===== src/hw/rtl/bslpr_pkg.sv =====
// ----------------------------------------------------------------------------
// bslpr_pkg
// Shared types, constants and helper functions of the LED pattern renderer.
// ----------------------------------------------------------------------------
`default_nettype none

package bslpr_pkg;

	localparam int unsigned TICKS_PER_QUARTER_DEF = 24;
	localparam int unsigned NUM_PIX               = 10;
	localparam int unsigned PIX_W                 = 24;
	localparam int unsigned OUT_W                 = NUM_PIX * PIX_W;

	typedef enum logic [3:0] {
		MODE_OFF     = 4'd0,
		MODE_PULSE   = 4'd1,
		MODE_CHASE   = 4'd2,
		MODE_COMET   = 4'd3,
		MODE_SWEEP   = 4'd4,
		MODE_RAINBOW = 4'd5,
		MODE_SPARKLE = 4'd6,
		MODE_HEART   = 4'd7,
		MODE_SCANNER = 4'd8
	} mode_t;

	typedef enum logic {
		REG_MODE   = 1'b0,
		REG_BRIGHT = 1'b1
	} reg_idx_t;

	localparam logic [31:0] HASH_MUL        = 32'd2654435761;
	localparam logic [31:0] HASH_STEP       = 32'd40503;
	localparam logic [7:0]  HB_ATTACK_END   = 8'd46;
	localparam logic [7:0]  HB_SECOND_START = 8'd64;
	localparam logic [7:0]  HB_SECOND_END   = 8'd102;
	localparam logic [31:0] HB_ATTACK_LEN   = 32'd46;
	localparam logic [31:0] HB_DECAY_LEN    = 32'd38;
	localparam logic [8:0]  HB_SECOND_PEAK  = 9'(256 * 6 / 10);
	localparam logic [8:0]  TRAIL_LEVEL     = 9'd56;
	localparam logic [23:0] BLOOD_COLOUR    = 24'hB40028;
	localparam logic [23:0] SCAN_COLOUR     = 24'hFF0000;

	localparam logic [7:0] RAINBOW_OFS [NUM_PIX] = '{
		8'd0, 8'd25, 8'd51, 8'd76, 8'd102, 8'd127, 8'd153, 8'd178, 8'd204, 8'd229
	};

	typedef struct packed {
		logic [31:0] q;
		logic [31:0] r;
	} divmod_t;

	typedef struct packed {
		logic [7:0] pbar;
		logic [7:0] phb;
		logic [1:0] beat;
	} phase_t;

	typedef struct packed {
		logic [23:0] colour;
		logic [8:0]  level;
	} pix_t;

	// quotient and remainder by a constant through its reciprocal, one correction step
	function automatic divmod_t divmod(input logic [31:0] x, input logic [32:0] rcp,
			input logic [31:0] m);
		logic [64:0] prod;
		divmod_t     res;
		prod  = 65'(x) * 65'(rcp);
		res.q = prod[63:32];
		res.r = x - 32'(res.q * m);
		if (res.r >= m) begin
			res.q = res.q + 32'd1;
			res.r = res.r - m;
		end
		return res;
	endfunction

	function automatic logic [23:0] wheel(input logic [7:0] h);
		logic [7:0]  hh;
		logic [7:0]  t;
		logic [23:0] c;
		hh = h;
		if (h < 8'd85) begin
			t = 8'(10'(hh) * 10'd3);
			c = {8'd255 - t, t, 8'd0};
		end else if (h < 8'd170) begin
			hh = h - 8'd85;
			t  = 8'(10'(hh) * 10'd3);
			c  = {8'd0, 8'd255 - t, t};
		end else begin
			hh = h - 8'd170;
			t  = 8'(10'(hh) * 10'd3);
			c  = {t, 8'd0, 8'd255 - t};
		end
		return c;
	endfunction

	// travel path over the pixels
	function automatic logic [3:0] path_pixel(input logic [3:0] pos);
		logic [3:0] p;
		unique case (pos)
			4'd0: p = 4'd1;
			4'd1: p = 4'd0;
			default: p = pos;
		endcase
		return p;
	endfunction

	// column of a pixel for sweep and scanner
	function automatic logic [1:0] pixel_column(input logic [3:0] pix);
		logic [1:0] c;
		unique case (pix)
			4'd1, 4'd5, 4'd6: c = 2'd0;
			4'd0, 4'd4, 4'd7: c = 2'd1;
			4'd3, 4'd8:       c = 2'd2;
			default:          c = 2'd3;
		endcase
		return c;
	endfunction

endpackage

`default_nettype wire


===== src/hw/rtl/bslpr_scale.sv =====
// ----------------------------------------------------------------------------
// bslpr_scale
// Scales each pixel colour by its level and holds the output transaction.
// ----------------------------------------------------------------------------
`default_nettype none

module bslpr_scale (
	input  wire logic                                   clk,
	input  wire logic                                   arst_n,
	input  wire logic                                   in_valid,
	output logic                                        in_ready,
	input  wire bslpr_pkg::pix_t [bslpr_pkg::NUM_PIX-1:0] pix,
	output logic                                        out_valid,
	input  wire logic                                   out_ready,
	output logic [bslpr_pkg::OUT_W-1:0]                 out_data
);

	logic                          v_s10;
	logic                          rdy_10;
	logic [bslpr_pkg::OUT_W-1:0]   data_s10;
	logic [bslpr_pkg::OUT_W-1:0]   data10;
	logic [16:0]                   prod10;

	assign rdy_10   = !v_s10 || out_ready;
	assign in_ready = rdy_10;

	always_comb begin
		data10 = '0;
		for (int p = 0; p < bslpr_pkg::NUM_PIX; p++) begin
			for (int ch = 0; ch < 3; ch++) begin
				prod10 = 17'(pix[p].colour[ch*8 +: 8]) * 17'(pix[p].level);
				data10[p*bslpr_pkg::PIX_W + ch*8 +: 8] = prod10[15:8];
			end
		end
	end

	always_ff @(posedge clk or negedge arst_n) begin
		if (!arst_n) begin
			v_s10 <= 1'b0;
		end else if (rdy_10) begin
			v_s10 <= in_valid;
		end
	end

	always_ff @(posedge clk) begin
		if (rdy_10) begin
			data_s10 <= data10;
		end
	end

	assign out_valid = v_s10;
	assign out_data  = data_s10;

endmodule

`default_nettype wire


===== config.mk =====
export PLATFORM = sky130hd
export DESIGN_NAME = bslpr_scale
export DESIGN_NICKNAME = d
export VERILOG_FILES = /design/src/hw/rtl/bslpr_pkg.sv /design/src/hw/rtl/bslpr_scale.sv
export SDC_FILE = /design/constraint.sdc
export NUM_CORES = 2
export LEC_CHECK = 0
export BUFFER_PORTS_ARGS = -buffer_cell sky130_fd_sc_hd__buf_2
export CAP_MARGIN = 20
export CELL_PAD_IN_SITES_DETAIL_PLACEMENT = 0
export CELL_PAD_IN_SITES_GLOBAL_PLACEMENT = 1
export CORE_UTILIZATION = 45
export CTS_CLUSTER_SIZE = 14
export DETAILED_ROUTE_END_ITERATION = 7
export PLACE_DENSITY_LB_ADDON = 0.1
export SLEW_MARGIN = 20
export SYNTH_ARGS = -nofsm -noshare
export SYNTH_HDL_FRONTEND = slang
export SYNTH_SLANG_ARGS = --single-unit

===== constraint.sdc =====
create_clock -name clk -period 6.6 [get_ports clk]
set_input_delay 0.33 -clock clk [delete_from_list [all_inputs] [get_ports clk]]
set_output_delay 0.33 -clock clk [all_outputs]
set_load 0.03 [all_outputs]

## Word-level counts from Yosys, hierarchy flattened

Cells that the tools add are included.

- Logic and storage cells: 34
- Register bits: 241
- Input bits: 334
- Output and inout port bits: 242

- Multipliers: 30
- Reductions and logical operators: 2

Operators by type and width:

| operator | number |
|---|---|
| $mul 8x9->16 | 30 |
| $logic_not 1->1 | 1 |
| $logic_or 1x1->1 | 1 |

## Logic depth before layout (Yosys ltp)

- Depth in word-level cells: 2
- Depth in mapped cells: 19
- Mapped depth without buffers: 17

## Worst setup path before layout

OpenSTA, ideal clock, no wires.

- Path kind: input-to-reg
- From: in out_ready
- To: reg data_s10, in the netlist out_data[0] (enable)
- Slack: -0.360 ns
- Arrival: 6.304 ns
- Required time: 5.943 ns
- Stages on the path: 1
- Setup time: 0.657 ns
- Buffers on the path: 0
- Cells stage by stage: nand2b_1

- Cells in the longest elaborated chain, start to end: 1

Ends and longest elaborated chain:

| item | RTL line | RTL |
|---|---|---|
| start: declaration | bslpr_scale.sv:14 | `input wire logic out_ready,` |
| $logic_or 1x1->1 | bslpr_scale.sv:24 | `assign rdy_10 = !v_s10 \|\| out_ready;` |
| end signal: assignment | bslpr_scale.sv:47 | `data_s10 <= data10;` |
| end: declaration | bslpr_scale.sv:20 | `logic [bslpr_pkg::OUT_W-1:0] data_s10;` |

No other way between the ends.
A chain may end at the register's enable or synchronous reset.

## Final worst setup path

- From: in pix[236] (netlist bit)
- To: reg data_s10, in the netlist out_data[175] (data pin)

- Cells in the longest elaborated chain, start to end: 1

Ends and longest elaborated chain:

| item | RTL line | RTL |
|---|---|---|
| start: declaration | bslpr_scale.sv:12 | `input wire bslpr_pkg::pix_t [bslpr_pkg::NUM_PIX-1:0] pix,` |
| $mul 8x9->16 | bslpr_scale.sv:31 | `prod10 = 17'(pix[p].colour[ch*8 +: 8]) * 17'(pix[p].level);` |
| named net data10, one bit | bslpr_scale.sv:21 | `logic [bslpr_pkg::OUT_W-1:0] data10;` |

The timed path passes the listed nets, and every way through them passes these cells.

==> flow_summary.ini <==
[outcome]
outcome = finished clean

[sta]
slew_headroom = 0.434
fmax_mhz = 217
setup_viol = 0
fin_crit_ps = 4600
finalCritPeriodShare = 0.697
skew_ps = 25.9
rsz0062_at_grt = false
worst_slew_pin_slew_ps = 849
tns_ps = 0
maxSlewViolCount = 0
finalHoldViolations = 0

[place]
dp_hpwl_um = 135000
place_congestion = 0.821
dp_cells = 10100
place_area_um2 = 75800
place.port_buffers = 575

[drt]
drt_wl_total_um = 169000
first_pass_iters = 5
viasPerCell = 4.99
drc = 0
drt_iter0_drc = 2039
drtAntennaViolNets = 0
wire_per_inst_um = 16.5
num_vias = 51100

[global_routing]
grt_first_pass_wirelength_um = 283000
antenna_found_initial = 61
gr-usage-all-layers = 0.219
grt.overflow.total = 0
first_global_vias = 54200
grt_start_max_net_pins = 81

[die]
initial_utilization = 0.454
chipHeight_um = 399
die_w_um = 399
boundaryPins = 576
core_area_um2 = 156000
die-area_um2 = 159000
rows = 145

[setup_path]
cp-end-kind = flip-flop
cp_num_buf_inv = 4
path_class = in -> reg
cp_cell_sequence = buf_2, nand2_1, fa_1, fa_1, inv_1, fa_1, inv_1, fa_1, inv_1, ha_1, a21oi_1, o21ai_0, a31o_2, a2111oi_0, o21bai_1, a21oi_1, xnor2_1
cp-start-kind = primary input
critPathTopFamily = adder cells
critPathMostFrequentCell = fa_1
slowest_stage = a2111oi_0
critPathMaxFanout = 24
slowest_delay_ps = 570
arrival_ps = 4940
cp.required_ps = 6940

[clock_tree]
clk_pin_slew_ps = 50
cts_sinks = 241
clk_latency_ps = 620
cts_tree = built
numCtsBuffers = 39
clk_root_buffer_cell = clkbuf_16
htreeDepth = 2
cts.path.max_buffers = 3
ctsResizeCount = 0

[layout]
drive_gt1_frac = 0.0821
final_area_um2 = 77100
stdcell_count = 10200
seqCellArea_um2 = 7230
nNetsFinal = 10600
fill_cells = 15300
multi_input_area_um2 = 56700
area_growth_pct = 8.70

[synth]
synthAdderAreaFrac = 0.508
ys_top_cells_by_area = fa_1 34%, ha_1 17%, and2_1 14%
synth_area_um2 = 70900
synth_edf_count = 240
yosysTopAreaCellShare = 0.339
syn_inst = 7677
synth_seq_area_share = 0.102
yosys_most_used_dff = edfxtp_1
mappedNetlistNets = 10200
synth_mux_area_frac = 0.00113
yosys.area_share.simple = 0.198
async_flop_share = 0.00415
synth_cell_types = 68
synth_top_cell_by_area = fa_1
syn-mean-instance-area_um2 = 9.24
synth-seq-cells = 241
synthTopCellsByCount = 1697 x inv_1, 1605 x and2_1, 1200 x fa_1, 960 x ha_1, 548 x nand2_1
synth_compound_area_frac = 0.0535
yosys.area_share.xor_xnor = 0.0384
post-synth-top-count-cell = inv_1
synth_top_family_by_area = adder cells
yosysWarnings = 0

[power]
total_leakage_power_nw = 40.3
peakVddDrop_mv = 0.244
power_per_cell_area_nw_per_um2 = 295

[flow_run]
cap_violations = 0

[min_path]
holdCritPathClass = in -> reg
registers in the layout (all words and copies together), names as in the netlist:
| register | count |
|---|---|
| out_valid | 1 |
| out_data | 240 |
metal layers:
| layer | up-vias | share of wire | global-route usage |
|---|---|---|---|
| met4 | 46 | 0.016 | 0.0399 |
| met2 | 743 | 0.47 | 0.373 |
| met3 | 171 | 0.046 | 0.0338 |
| met1 | 25700 | 0.46 | 0.297 |
| met5 | - | 0.0016 | 0 |
| li1 | 24500 | - | - |
power by group:
group | leakage [nW] | internal [mW] | switching, mW
Sequential | 2.44 | 3.22 | 0.368
Clock | 0.593 | 1.21 | 0.905
Combinational | 37.3 | 6.91 | 10.1
final cells by class:
class,count,area share
Tap cell,2058,0.0334
Multi-Input combinational cell,5557,0.735
Clock buffer,42,0.0128
Inverter,1697,0.0826
Sequential cell,241,0.0938
Timing Repair Buffer,582,0.0383
Antenna cell,27,0.000876
Clock inverter,29,0.00350
cells by family (layout without fill, tap and decap cells):
group | Yosys count | after routing
AOI/OAI and AO/OA | 580 | 580
xor gates and xnor gates | 311 | 311
adders and majority gates | 2160 | 2160
buffers and inverters | 1879 | 2350
DFF | 241 | 241
muxes | 8 | 8
other | 0 | 27
and+or+nand+nor | 2498 | 2498
worst paths after layout:
check | end | cells after the start | slack, ps | from
worst min register to register | out_data[141] | 1 | 1070 | out_valid
worst max register to register | out_data[92] | 2 | 4470 | out_valid
max in group asynchronous | out_valid | 3 | 5960 | arst_n
worst max-delay path | out_data[175] | 17 | 2000 | pix[236]
min in group asynchronous | out_valid | 3 | 540 | arst_n
worst min-delay path | out_data[23] | 4 | 270 | pix[32]
tightest hold or removal path, stage by stage:
cell,delay [ps]
buf_2,150
nand2_1,80
xnor2_1,80
xnor2_1,120
what timing repair did:
item | 4_1_cts | 5_1_grt
endpoints found under the hold margin | 2 | 0
setup buffers | 0 | 0
hold buffers | 3 | 0
stage by stage:
stage | power (mW) | hold WS [ps] | setup slack, ps | utilization
final | 22.7 | 274 | 2000 | 0.493
after CTS | 23.1 | 210 | 2040 | 0.493
after floorplan | 16.5 | 34.4 | 1900 | -
after global placement | 20.7 | 104 | 1430 | 0.484
after detailed placement | 20.8 | 107 | 1430 | 0.484
after global routing | 25.5 | 251 | 1740 | 0.493
placed cells by master, fill, tap and decap left out, types with 15 or more instances in the layout:
master	n
a21oi_1	186
xnor2_1	250
nor2_1	98
ha_1	960
a21o_1	104
nand2_1	548
and2_1	1605
a31oi_1	26
o21bai_1	15
nor2b_1	29
inv_1	1697
a2111oi_0	15
clkbuf_16	39
xor2_1	61
diode_2	27
nand3_1	54
a211oi_1	15
fa_1	1200
o21ai_1	19
and3_1	22
nor3_1	24
o21a_1	22
nand2b_1	24
o21ai_0	72
edfxtp_1	240
buf_2	575
nand4_1	28
No activity file was read; power rests on OpenSTA's default activity.
