--- config.mk ---
export PLATFORM = sky130hd
export DESIGN_NAME = bslpr_phase
export DESIGN_NICKNAME = d
export VERILOG_FILES = /design/src/hw/rtl/bslpr_pkg.sv /design/src/hw/rtl/bslpr_phase.sv
export SDC_FILE = /design/constraint.sdc
export NUM_CORES = 1
export LEC_CHECK = 0
export ABC_AREA = 0
export ABC_CLOCK_PERIOD_IN_PS = 13700
export BUFFER_PORTS_ARGS = -buffer_cell sky130_fd_sc_hd__buf_2
export CORE_ASPECT_RATIO = 1.4
export CORE_MARGIN = 2
export CORE_UTILIZATION = 25
export DETAILED_ROUTE_END_ITERATION = 12
export PLACE_DENSITY = 0.38
export SYNTH_ARGS = -nofsm -noshare
export SYNTH_HDL_FRONTEND = slang
export SYNTH_SLANG_ARGS = --single-unit
--- constraint.sdc ---
create_clock -name clk -period 13.7 [get_ports clk]
set_input_delay 2.74 -clock clk [delete_from_list [all_inputs] [get_ports clk]]
set_output_delay 2.74 -clock clk [all_outputs]
set_load 0.005 [all_outputs]
--- src/hw/rtl/bslpr_pkg.sv ---
// ----------------------------------------------------------------------------
// bslpr_pkg
// Shared types, constants and helper functions of the LED pattern renderer.
// ----------------------------------------------------------------------------
`default_nettype none

package bslpr_pkg;

	localparam int unsigned TICKS_PER_QUARTER_DEF = 24;
	localparam int unsigned NUM_PIX               = 10;
	localparam int unsigned PIX_W                 = 24;
	localparam int unsigned OUT_W                 = NUM_PIX * PIX_W;

	typedef enum logic [3:0] {
		MODE_OFF     = 4'd0,
		MODE_PULSE   = 4'd1,
		MODE_CHASE   = 4'd2,
		MODE_COMET   = 4'd3,
		MODE_SWEEP   = 4'd4,
		MODE_RAINBOW = 4'd5,
		MODE_SPARKLE = 4'd6,
		MODE_HEART   = 4'd7,
		MODE_SCANNER = 4'd8
	} mode_t;

	typedef enum logic {
		REG_MODE   = 1'b0,
		REG_BRIGHT = 1'b1
	} reg_idx_t;

	localparam logic [31:0] HASH_MUL        = 32'd2654435761;
	localparam logic [31:0] HASH_STEP       = 32'd40503;
	localparam logic [7:0]  HB_ATTACK_END   = 8'd46;
	localparam logic [7:0]  HB_SECOND_START = 8'd64;
	localparam logic [7:0]  HB_SECOND_END   = 8'd102;
	localparam logic [31:0] HB_ATTACK_LEN   = 32'd46;
	localparam logic [31:0] HB_DECAY_LEN    = 32'd38;
	localparam logic [8:0]  HB_SECOND_PEAK  = 9'(256 * 6 / 10);
	localparam logic [8:0]  TRAIL_LEVEL     = 9'd56;
	localparam logic [23:0] BLOOD_COLOUR    = 24'hB40028;
	localparam logic [23:0] SCAN_COLOUR     = 24'hFF0000;

	localparam logic [7:0] RAINBOW_OFS [NUM_PIX] = '{
		8'd0, 8'd25, 8'd51, 8'd76, 8'd102, 8'd127, 8'd153, 8'd178, 8'd204, 8'd229
	};

	typedef struct packed {
		logic [31:0] q;
		logic [31:0] r;
	} divmod_t;

	typedef struct packed {
		logic [7:0] pbar;
		logic [7:0] phb;
		logic [1:0] beat;
	} phase_t;

	typedef struct packed {
		logic [23:0] colour;
		logic [8:0]  level;
	} pix_t;

	// quotient and remainder by a constant through its reciprocal, one correction step
	function automatic divmod_t divmod(input logic [31:0] x, input logic [32:0] rcp,
			input logic [31:0] m);
		logic [64:0] prod;
		divmod_t     res;
		prod  = 65'(x) * 65'(rcp);
		res.q = prod[63:32];
		res.r = x - 32'(res.q * m);
		if (res.r >= m) begin
			res.q = res.q + 32'd1;
			res.r = res.r - m;
		end
		return res;
	endfunction

	function automatic logic [23:0] wheel(input logic [7:0] h);
		logic [7:0]  hh;
		logic [7:0]  t;
		logic [23:0] c;
		hh = h;
		if (h < 8'd85) begin
			t = 8'(10'(hh) * 10'd3);
			c = {8'd255 - t, t, 8'd0};
		end else if (h < 8'd170) begin
			hh = h - 8'd85;
			t  = 8'(10'(hh) * 10'd3);
			c  = {8'd0, 8'd255 - t, t};
		end else begin
			hh = h - 8'd170;
			t  = 8'(10'(hh) * 10'd3);
			c  = {t, 8'd0, 8'd255 - t};
		end
		return c;
	endfunction

	// travel path over the pixels
	function automatic logic [3:0] path_pixel(input logic [3:0] pos);
		logic [3:0] p;
		unique case (pos)
			4'd0: p = 4'd1;
			4'd1: p = 4'd0;
			default: p = pos;
		endcase
		return p;
	endfunction

	// column of a pixel for sweep and scanner
	function automatic logic [1:0] pixel_column(input logic [3:0] pix);
		logic [1:0] c;
		unique case (pix)
			4'd1, 4'd5, 4'd6: c = 2'd0;
			4'd0, 4'd4, 4'd7: c = 2'd1;
			4'd3, 4'd8:       c = 2'd2;
			default:          c = 2'd3;
		endcase
		return c;
	endfunction

endpackage

`default_nettype wire

--- src/hw/rtl/bslpr_phase.sv ---
// ----------------------------------------------------------------------------
// bslpr_phase
// Tick to bar and beat phase, beat index and sparkle seed, six stages.
// ----------------------------------------------------------------------------
`default_nettype none

module bslpr_phase #(
	parameter int unsigned TICKS_PER_QUARTER = bslpr_pkg::TICKS_PER_QUARTER_DEF,
	localparam int unsigned SEED_W = $clog2((4 * TICKS_PER_QUARTER) /
		(((TICKS_PER_QUARTER / 4) == 0) ? 1 : (TICKS_PER_QUARTER / 4)))
) (
	input  wire logic                 clk,
	input  wire logic                 arst_n,
	input  wire logic                 in_valid,
	output logic                      in_ready,
	input  wire logic [63:0]          tick,
	output logic                      out_valid,
	input  wire logic                 out_ready,
	output bslpr_pkg::phase_t         phase,
	output logic [SEED_W-1:0]         seed
);

	localparam int unsigned BAR = 4 * TICKS_PER_QUARTER;
	localparam int unsigned TPS = ((TICKS_PER_QUARTER / 4) == 0) ? 1 : (TICKS_PER_QUARTER / 4);
	localparam int unsigned SPB = BAR / TPS;
	localparam int unsigned RW  = $clog2(BAR);
	localparam int unsigned BW  = $clog2(TICKS_PER_QUARTER);
	localparam logic [32:0] RCP_BAR = 33'((64'd1 << 32) / 64'(BAR));
	localparam logic [32:0] RCP_TPS = 33'((64'd1 << 32) / 64'(TPS));
	localparam logic [32:0] RCP_SPB = 33'((64'd1 << 32) / 64'(SPB));
	localparam logic [32:0] RCP_TPB = 33'((64'd1 << 32) / 64'(TICKS_PER_QUARTER));

	logic v_s1, v_s2, v_s3, v_s4, v_s5, v_s6;
	logic rdy_1, rdy_2, rdy_3, rdy_4, rdy_5, rdy_6;

	logic [RW-1:0]     rbar_s1, rbar_s2, rbar_s3, rbar_s4;
	logic [RW-1:0]     rs_s1, rs_s2, rs_s3;
	logic [47:0]       tick_s1;
	logic [31:0]       tick_s2;
	logic [15:0]       tick_s3;
	logic [15:0]       qhi_s3;
	logic [31:0]       q32_s4;
	logic [1:0]        beat_s5, beat_s6;
	logic [BW-1:0]     rbeat_s5;
	logic [7:0]        pbar_s5, pbar_s6;
	logic [SEED_W-1:0] seed_s5, seed_s6;
	logic [7:0]        phb_s6;

	bslpr_pkg::divmod_t dm_b1, dm_t1, dm_b2, dm_t2, dm_b3, dm_t3, dm_b4, dm_t4;
	bslpr_pkg::divmod_t dm_bar5, dm_seed5, dm_beat6;
	logic [1:0]    beat5;
	logic [RW-1:0] rbeat5;

	assign rdy_6    = !v_s6 || out_ready;
	assign rdy_5    = !v_s5 || rdy_6;
	assign rdy_4    = !v_s4 || rdy_5;
	assign rdy_3    = !v_s3 || rdy_4;
	assign rdy_2    = !v_s2 || rdy_3;
	assign rdy_1    = !v_s1 || rdy_2;
	assign in_ready = rdy_1;

	// long division of the tick, sixteen bits a stage
	always_comb begin
		dm_b1 = bslpr_pkg::divmod(32'(tick[63:48]), RCP_BAR, 32'(BAR));
		dm_t1 = bslpr_pkg::divmod(32'(tick[63:48]), RCP_TPS, 32'(TPS));
		dm_b2 = bslpr_pkg::divmod(32'({rbar_s1, tick_s1[47:32]}), RCP_BAR, 32'(BAR));
		dm_t2 = bslpr_pkg::divmod(32'({rs_s1, tick_s1[47:32]}), RCP_TPS, 32'(TPS));
		dm_b3 = bslpr_pkg::divmod(32'({rbar_s2, tick_s2[31:16]}), RCP_BAR, 32'(BAR));
		dm_t3 = bslpr_pkg::divmod(32'({rs_s2, tick_s2[31:16]}), RCP_TPS, 32'(TPS));
		dm_b4 = bslpr_pkg::divmod(32'({rbar_s3, tick_s3}), RCP_BAR, 32'(BAR));
		dm_t4 = bslpr_pkg::divmod(32'({rs_s3, tick_s3}), RCP_TPS, 32'(TPS));
	end

	always_comb begin
		if (rbar_s4 >= RW'(3 * TICKS_PER_QUARTER)) begin
			beat5  = 2'd3;
			rbeat5 = rbar_s4 - RW'(3 * TICKS_PER_QUARTER);
		end else if (rbar_s4 >= RW'(2 * TICKS_PER_QUARTER)) begin
			beat5  = 2'd2;
			rbeat5 = rbar_s4 - RW'(2 * TICKS_PER_QUARTER);
		end else if (rbar_s4 >= RW'(TICKS_PER_QUARTER)) begin
			beat5  = 2'd1;
			rbeat5 = rbar_s4 - RW'(TICKS_PER_QUARTER);
		end else begin
			beat5  = 2'd0;
			rbeat5 = rbar_s4;
		end
		dm_bar5  = bslpr_pkg::divmod(32'({rbar_s4, 8'd0}), RCP_BAR, 32'(BAR));
		dm_seed5 = bslpr_pkg::divmod(q32_s4, RCP_SPB, 32'(SPB));
		dm_beat6 = bslpr_pkg::divmod(32'({rbeat_s5, 8'd0}), RCP_TPB, 32'(TICKS_PER_QUARTER));
	end

	always_ff @(posedge clk or negedge arst_n) begin
		if (!arst_n) begin
			v_s1 <= 1'b0;
			v_s2 <= 1'b0;
			v_s3 <= 1'b0;
			v_s4 <= 1'b0;
			v_s5 <= 1'b0;
			v_s6 <= 1'b0;
		end else begin
			if (rdy_1) v_s1 <= in_valid;
			if (rdy_2) v_s2 <= v_s1;
			if (rdy_3) v_s3 <= v_s2;
			if (rdy_4) v_s4 <= v_s3;
			if (rdy_5) v_s5 <= v_s4;
			if (rdy_6) v_s6 <= v_s5;
		end
	end

	always_ff @(posedge clk) begin
		if (rdy_1) begin
			rbar_s1 <= dm_b1.r[RW-1:0];
			rs_s1   <= dm_t1.r[RW-1:0];
			tick_s1 <= tick[47:0];
		end
		if (rdy_2) begin
			rbar_s2 <= dm_b2.r[RW-1:0];
			rs_s2   <= dm_t2.r[RW-1:0];
			tick_s2 <= tick_s1[31:0];
		end
		if (rdy_3) begin
			rbar_s3 <= dm_b3.r[RW-1:0];
			rs_s3   <= dm_t3.r[RW-1:0];
			qhi_s3  <= dm_t3.q[15:0];
			tick_s3 <= tick_s2[15:0];
		end
		if (rdy_4) begin
			rbar_s4 <= dm_b4.r[RW-1:0];
			q32_s4  <= {qhi_s3, dm_t4.q[15:0]};
		end
		if (rdy_5) begin
			beat_s5  <= beat5;
			rbeat_s5 <= rbeat5[BW-1:0];
			pbar_s5  <= dm_bar5.q[7:0];
			seed_s5  <= dm_seed5.r[SEED_W-1:0];
		end
		if (rdy_6) begin
			beat_s6 <= beat_s5;
			pbar_s6 <= pbar_s5;
			seed_s6 <= seed_s5;
			phb_s6  <= dm_beat6.q[7:0];
		end
	end

	assign out_valid  = v_s6;
	assign phase.pbar = pbar_s6;
	assign phase.phb  = phb_s6;
	assign phase.beat = beat_s6;
	assign seed       = seed_s6;

endmodule

`default_nettype wire

; ---- After elaboration in Yosys (flattened, before gate mapping)
; Index checks and enable logic that the tools add are counted.
[word_totals]
regBits = 240
latch_bits = 0
ramBits = 0
mem_bits_ro = 0
inputBits = 68
out_inout_bits = 24
word_cells = 119
mem_count = 0
[classes]
addsub = 29
mul = 20
n_div = 0
n_lt_le_gt_ge = 14
eq_ne = 0
shift = 0
mux = 16
bitwise = 0
reduce_logical = 13
[op_table]
columns = op, count
row1 = 32-bit by 7-bit greater-or-equal comparator with 1-bit output (second input constant), 5
row2 = 23-bit by 29-bit multiplier with 52-bit output (second input constant), 3
row3 = 23-bit by 24-bit subtractor with 25-bit output, 6
row4 = 23-bit by 25-bit multiplier with 48-bit output (second input constant), 3
row5 = 32-bit by 3-bit greater-or-equal comparator with 1-bit output (second input constant), 4
row6 = 48-bit 2-to-1 mux, 2
row7 = 40-bit 2-to-1 mux, 2
row8 = 21-bit by 2-bit multiplier with 23-bit output (second input constant), 3
row9 = 32-bit by 5-bit greater-or-equal comparator with 1-bit output (second input constant), 2
row10 = 17-bit by 2-bit multiplier with 19-bit output (second input constant), 3
row11 = 25-bit by 4-bit subtractor with 26-bit output (second input constant), 2
row12 = 16-bit by 29-bit multiplier with 45-bit output (second input constant), 1
row13 = 7-bit 2-to-1 mux, 6
row14 = 16-bit by 25-bit multiplier with 41-bit output (second input constant), 1
row15 = 16-bit by 17-bit subtractor with 18-bit output, 2
row16 = 16-bit by 1-bit adder with 16-bit output (second input constant), 2
row17 = 5-bit by 27-bit multiplier with 32-bit output (second input constant), 1
row18 = 7-bit by 25-bit multiplier with 32-bit output (second input constant), 1
row19 = 32-bit subtractor, 1
row20 = 7-bit by 6-bit subtractor with 7-bit output (second input constant), 4
row21 = 9-bit by 2-bit multiplier with 11-bit output (second input constant), 2
row22 = 17-bit by 8-bit subtractor with 18-bit output (second input constant), 1
row23 = 15-bit by 16-bit subtractor with 17-bit output, 1
row24 = 8-bit by 1-bit adder with 8-bit output (second input constant), 2
row25 = other kinds (17), 32

; ---- Longest topological paths before layout
; Gate-level depths: netlist of the first run.
[depth]
word_depth = 7
mapped_depth = 55
depth_no_buf = 55

; ---- Worst setup path after synthesis of the first run
; No wires, ideal clock.
[synth_timing]
path_type = input-to-reg
startpoint = in tick[58]
endpoint = reg rs_s1[4], data pin
setup_time_ps = 258
arrival_time_ps = 11635
required_time_ps = 13442
slack_ps = 1807
cell_stages = 38
path_buffers = 0
path_cell_list = ha_1 fa_1 fa_1 inv_1 fa_1 inv_1 fa_1 fa_1 ha_1 a21o_1 a21o_1 a21o_1 a21o_1 a21oi_1 inv_1 a22oi_1 a21boi_0 o21a_1 [... 2 more ...] a21oi_1 xnor2_1 ha_1 o21a_1 nor3_1 nor2_1 o41ai_1 xor2_1 ha_1 o31ai_1 nand2_1 nor4_1 o2111ai_1 a2111oi_0 o2111ai_1 a2111o_1 nor2b_1 xnor2_1
[synth_lines]
columns = element, line_no
row1 = from (decl), bslpr_phase.sv:16  ; input wire logic [63:0] tick,
row2 = to (signal assigned), bslpr_phase.sv:114  ; rs_s1 <= dm_t1.r[RW-1:0];
row3 = to (decl), bslpr_phase.sv:37  ; logic [RW-1:0] rs_s1, rs_s2, rs_s3;

==> results.sh, run 1 <==
export IMPL_outcome="completed"
export IMPL_top_layer_used="met4"
export IMPL_cts_tree="done"
export IMPL_skew_ns=0.0207
export IMPL_viasPerCell=4.59
export IMPL_synth_main_ff_cell="edfxtp_1"
export IMPL_path_buf_inv=7
export IMPL_synth_cell_types=104
export IMPL_die_y_um=561
export IMPL_drtIter0Drc=1330
export IMPL_first_pass_iters=7
export IMPL_regArea_mm2=0.00577
export IMPL_drc=0
export IMPL_hpwl_mm=152
export IMPL_layout_setup_ws_ns=0.765
export IMPL_clock_sinks=193
export IMPL_clock_fmax_mhz=77.3
export IMPL_crit_end="rs_s2[5]$_DFFE_PP_"
export IMPL_yosysWarnings=0
export IMPL_layout_area_overhead_vs_synth_pct=10.1
export IMPL_crit_path_max_fanout=8
export IMPL_hold_viol=0
export IMPL_nets=7988
export IMPL_min_from="seed_s5[0]$_DFFE_PP_"
export IMPL_drt_wirelength_per_cell_um=19.1
export IMPL_place_congestion=0.854
export IMPL_path_clk_slew_ns=0.09
export IMPL_crit_top_cell="fa_1"
export IMPL_drv_slew=0
export IMPL_critPathSlowestCell="fa_1"
export IMPL_rsz0062_at_grt="false"
export IMPL_path_depth=48
export IMPL_preCtsSetupSlack_ns=-0.0596
export IMPL_routed_wl_mm=170
export IMPL_crit_path_start="rs_s1[1]$_DFFE_PP_"
export IMPL_r2r_slack_ns=0.76
export IMPL_path_class="reg2reg"
export IMPL_dieArea_mm2=0.226
export IMPL_netlist_area_mm2=0.0554
export IMPL_grt_usage_pct=15.2
export IMPL_io_buffers=91
export IMPL_r2r_start="rs_s1[1]$_DFFE_PP_"
export IMPL_first_global_vias=45086
export IMPL_final_cell_mix="1,230 x ha_1, 1,127 x inv_1, 679 x fa_1"
export IMPL_worstSetupEndpointType="flop"
export IMPL_synth_top_area_cell="ha_1"
export IMPL_max_slew_margin_pct=27.5
export IMPL_fin_crit_sh_pct=94.4
export IMPL_synth_area_leaders="ha_1 28%, fa_1 25%, edfxtp_1 10%"
export IMPL_worstPathArrival_ns=13.23
export IMPL_cts_buffers_inserted=17
export IMPL_synth_edf_count=187
export IMPL_setup_violations=0
export IMPL_dr_wl_met3_mm=2.20
export IMPL_die_x_um=402
export IMPL_core_mm2=0.221
export IMPL_cts_buffer_depth=2
export IMPL_start_kind="flop"
export IMPL_syn_nets=7789
export IMPL_io_pins=92
export IMPL_required_ns=14.00
export IMPL_grt_overflow_total=0
export IMPL_cts_hold_buf=0
export IMPL_via_count=40825
export IMPL_avgSynthCellArea_um2=9.56
export IMPL_max_stage_delay_ns=0.64
export IMPL_rows=204
export IMPL_wl_met1_mm=63.5
export IMPL_wl_met2_mm=100
export IMPL_yosysSeqAreaShare_pct=10.4
export IMPL_drive_above_1_share_pct=5.77
export IMPL_multi_input_area_mm2=0.0455
export IMPL_grt_max_degree=47
export IMPL_grt_pass1_wl_mm=262
export IMPL_synthCells=5801
export IMPL_period_needed_ns=12.94
export IMPL_maxCapViolCount=0
export IMPL_clk_latency_ns=0.57
export IMPL_final_antenna_net_count=0
export IMPL_worstReg2RegEnd="rs_s2[5]$_DFFE_PP_"
export IMPL_final_util_pct=27.7
export IMPL_antenna_found_initial=6
export IMPL_async_flop_share_pct=3.11
export IMPL_r2r_cells=48
export IMPL_cts_max_level=4
export IMPL_layout_commonest_cell="ha_1"
export IMPL_ys_seq_elements=193
export IMPL_post_synth_top_area_fraction_pct=27.9
export IMPL_cts_root_buf="clkbuf_16"
export IMPL_hp_class="reg2reg"
export IMPL_start_util_pct=25.1
export IMPL_worstMarginPinSlew_ns=1.09
export IMPL_fillers=23718
export IMPL_critPathTopFamily="adder cells"
[routing by layer]
layer	global-route usage, %	vias up
met5	0	-
met4	3.43	0
met3	1.20	100
met2	32.3	310
met1	15.7	20088
li1	-	20327
[cell type report]
class	instances	area share [%]
timing repair buffer	205	2.15
multi-input combinational	4454	74.5
antenna	3	0.0123
clock buffer	17	0.697
sequential	193	9.45
inverter	1129	6.94
clock inverter	15	0.297
tap	2884	5.91
[worst min path at each step]
stage / slack, ns / cells past startpoint / end
6_report: 0.42 / 0 / seed[0]$_DFFE_PP_
5_1_grt: 0.43 / 0 / pbar_s6[6]$_DFFE_PP_
4_1_cts: 0.43 / 0 / seed[0]$_DFFE_PP_
3_5_place_dp: 0.40 / 0 / seed[0]$_DFFE_PP_
3_3_place_gp: 0.40 / 0 / tick_s2[22]$_DFFE_PP_
2_1_floorplan: 0.40 / 0 / beat_s6[0]$_DFFE_PP_
[metrics by stage]
step / cell area (um2) / hold WS (ns) / std cells / setup TNS (ns)
2_1_floorplan: 55400 / 0.400 / 5801 / 0
3_3_place_gp: 60200 / 0.401 / 8854 / -0.155
4_1_cts: 60800 / 0.427 / 8886 / 0
6_report: 61000 / 0.423 / 8900 / 0
3_5_place_dp: 60200 / 0.405 / 8854 / -0.0727
5_1_grt: 61000 / 0.434 / 8898 / 0
[Yosys cell counts (96+ instances only)]
cell	n
ha_1	1234
inv_1	1129
fa_1	686
a21oi_1	333
nor2_1	230
o21ai_0	226
xnor2_1	224
edfxtp_1	187
nand2_1	186
xor2_1	129
a21o_1	127
nor3_1	96
[logic make-up after synthesis]
family,synth area share (%)
DFF,10.4
muxes,0.429
xor gates and xnor gates,5.58
buffers and inverters,7.85
and+or+nand+nor,9.26
adders and majority gates,52.6
AOI/OAI and AO/OA,13.9
[state kept, by name (all words and copies together) (netlist names), 7 cells and up]
register,count
tick_s1,48
rbar_s2,7
pbar_s6,8
rbar_s4,7
rbar_s3,7
tick_s3,16
tick_s2,32
pbar_s5,8
rbar_s1,7
phb_s6,8
[repair_timing]
item                                    CTS  global route
pin swaps                                 0             2
buffers inserted                          0            11
gates resized for setup                   1            40
endpoints found under the setup margin    2            19
endpoints found under the hold margin     0             0
Power of run 1 is left out: the tool's default activity adds up to more than one toggle a clock period on the data nets, which glitch-free logic cannot reach.
==> run 2, diff against run 1 <==
Settings changed: CELL_PAD_IN_SITES_DETAIL_PLACEMENT set to 0, CELL_PAD_IN_SITES_GLOBAL_PLACEMENT set to 1, PLACE_DENSITY 0.38 to 0.45.
==> results.sh, run 2 (synthesis gave the netlist of run 1 again) <==
export IMPL_outcome="completed"
export IMPL_max_stage_delay_ns=0.61
export IMPL_layout_area_overhead_vs_synth_pct=10.1
export IMPL_io_pins=92
export IMPL_drt_wirelength_per_cell_um=19.2
export IMPL_fillers=23732
export IMPL_via_count=40720
export IMPL_io_buffers=91
export IMPL_path_class="reg2reg"
export IMPL_crit_path_max_fanout=5
export IMPL_layout_commonest_cell="ha_1"
export IMPL_hold_viol=0
export IMPL_critPathSlowestCell="fa_1"
export IMPL_start_kind="flop"
export IMPL_drv_slew=0
export IMPL_fin_crit_sh_pct=94.1
export IMPL_routed_wl_mm=171
export IMPL_reg_top3="tick_s1: 48 flops, tick_s2: 32 flops, tick_s3: 16 flops"
export IMPL_dieArea_mm2=0.226
export IMPL_maxCapViolCount=0
export IMPL_grt_max_degree=47
export IMPL_worstMarginPinSlew_ns=1.14
export IMPL_place_congestion=0.841
export IMPL_drive_above_1_share_pct=5.66
export IMPL_start_util_pct=25.1
export IMPL_viasPerCell=4.58
export IMPL_skew_ns=0.0191
export IMPL_final_antenna_net_count=0
export IMPL_die_x_um=402
export IMPL_layout_setup_ws_ns=0.808
export IMPL_final_cell_mix="1,234 x ha_1, 1,126 x inv_1, 683 x fa_1"
export IMPL_grt_overflow_total=0
export IMPL_hpwl_mm=154
export IMPL_period_needed_ns=12.89
export IMPL_worstSetupEndpointType="flop"
export IMPL_core_mm2=0.221
export IMPL_path_clk_slew_ns=0.09
export IMPL_die_y_um=561
export IMPL_worstPathArrival_ns=13.18
export IMPL_drtIter0Drc=1477
export IMPL_first_global_vias=44855
export IMPL_cts_buffers_inserted=17
export IMPL_antenna_found_initial=7
export IMPL_required_ns=13.99
export IMPL_clock_fmax_mhz=77.6
export IMPL_cts_max_level=4
export IMPL_nets=7983
export IMPL_grt_usage_pct=15.4
export IMPL_first_pass_iters=8
export IMPL_cts_buffer_depth=2
export IMPL_clk_latency_ns=0.56
export IMPL_setup_violations=0
export IMPL_cts_root_buf="clkbuf_16"
export IMPL_preCtsSetupSlack_ns=0.249
export IMPL_top_register="tick_s1"
export IMPL_clock_sinks=193
export IMPL_grt_pass1_wl_mm=265
export IMPL_hp_class="reg2reg"
export IMPL_drc=0
export IMPL_cts_tree="done"
export IMPL_max_slew_margin_pct=23.8
export IMPL_rows=204
export IMPL_largest_reg_flops=48
## run 2: cell count changes in the layout (fill, tap and decap cells not counted), sizes merged
cell / change
diode: -2
clkinvlp: +2
clkinv: -2
buf: -5
## run 2: final timing paths
path | slack [ns] | startpoint | cells past startpoint | end
worst max-delay path | 0.81 | tick_s1[36]$_DFFE_PP_ | 53 | rs_s2[5]$_DFFE_PP_
worst min register to register | 0.42 | tick_s2[14]$_DFFE_PP_ | 0 | tick_s3[14]$_DFFE_PP_
min in group asynchronous | 2.00 | arst_n | 1 | v_s1$_DFFE_PN0P_
worst max register to register | 0.81 | tick_s1[36]$_DFFE_PP_ | 53 | rs_s2[5]$_DFFE_PP_
max in group asynchronous | 11.55 | arst_n | 1 | v_s3$_DFFE_PN0P_
worst min-delay path | 0.42 | tick_s2[14]$_DFFE_PP_ | 0 | tick_s3[14]$_DFFE_PP_
## run 2: per-stage QoR
step	area, um2	setup TNS (ns)	hold slack (ns)	cells	utilization (%)
final	61000	0	0.421	8893	27.7
after global routing	61000	-0.170	0.429	8892	27.7
after CTS	60800	0	0.419	8891	27.6
after detailed placement	60200	0	0.405	8859	27.3
after global placement	60200	0	0.401	8859	27.3
after floorplan	55400	0	0.400	5801	-
## run 2: cell type report
type / count / area, um2 / share of cell area (%)
inverter: 1129 / 4240 / 6.95
sequential: 193 / 5770 / 9.45
multi-input combinational: 4454 / 45500 / 74.6
clock buffer: 17 / 425 / 0.697
tap: 2884 / 3610 / 5.91
clock inverter: 15 / 195 / 0.320
timing repair buffer: 200 / 1290 / 2.11
antenna: 1 / 2.50 / 0.00410
## run 2: critical path, delay by kind of cell, from the launching register on
family | cells | cell delay [ns]
AOI/OAI and AO/OA | 23 | 4.78
adders and majority gates | 10 | 4.08
and+or+nand+nor | 10 | 1.85
buffers and inverters | 7 | 0.96
DFF | 1 | 0.52
xor gates and xnor gates | 3 | 0.43
## run 2: metal layers
| layer | GRT usage [%] | wire, um | up-vias |
|---|---|---|---|
| met2 | 30.7 | 95200 | 307 |
| met4 | 2.85 | 2960 | 2 |
| met5 | 0 | 7 | - |
| li1 | - | - | 20313 |
| met1 | 17.6 | 70800 | 20012 |
| met3 | 1.11 | 1880 | 86 |
## run 2: what timing repair did
action | in CTS | in global routing
endpoints found under the setup margin | 0 | 20
gates resized for setup | 0 | 42
endpoints found under the hold margin | 0 | 0
hold buffers | 0 | 0
buffers inserted | 0 | 1
Power of run 2 is left out for the same reason.
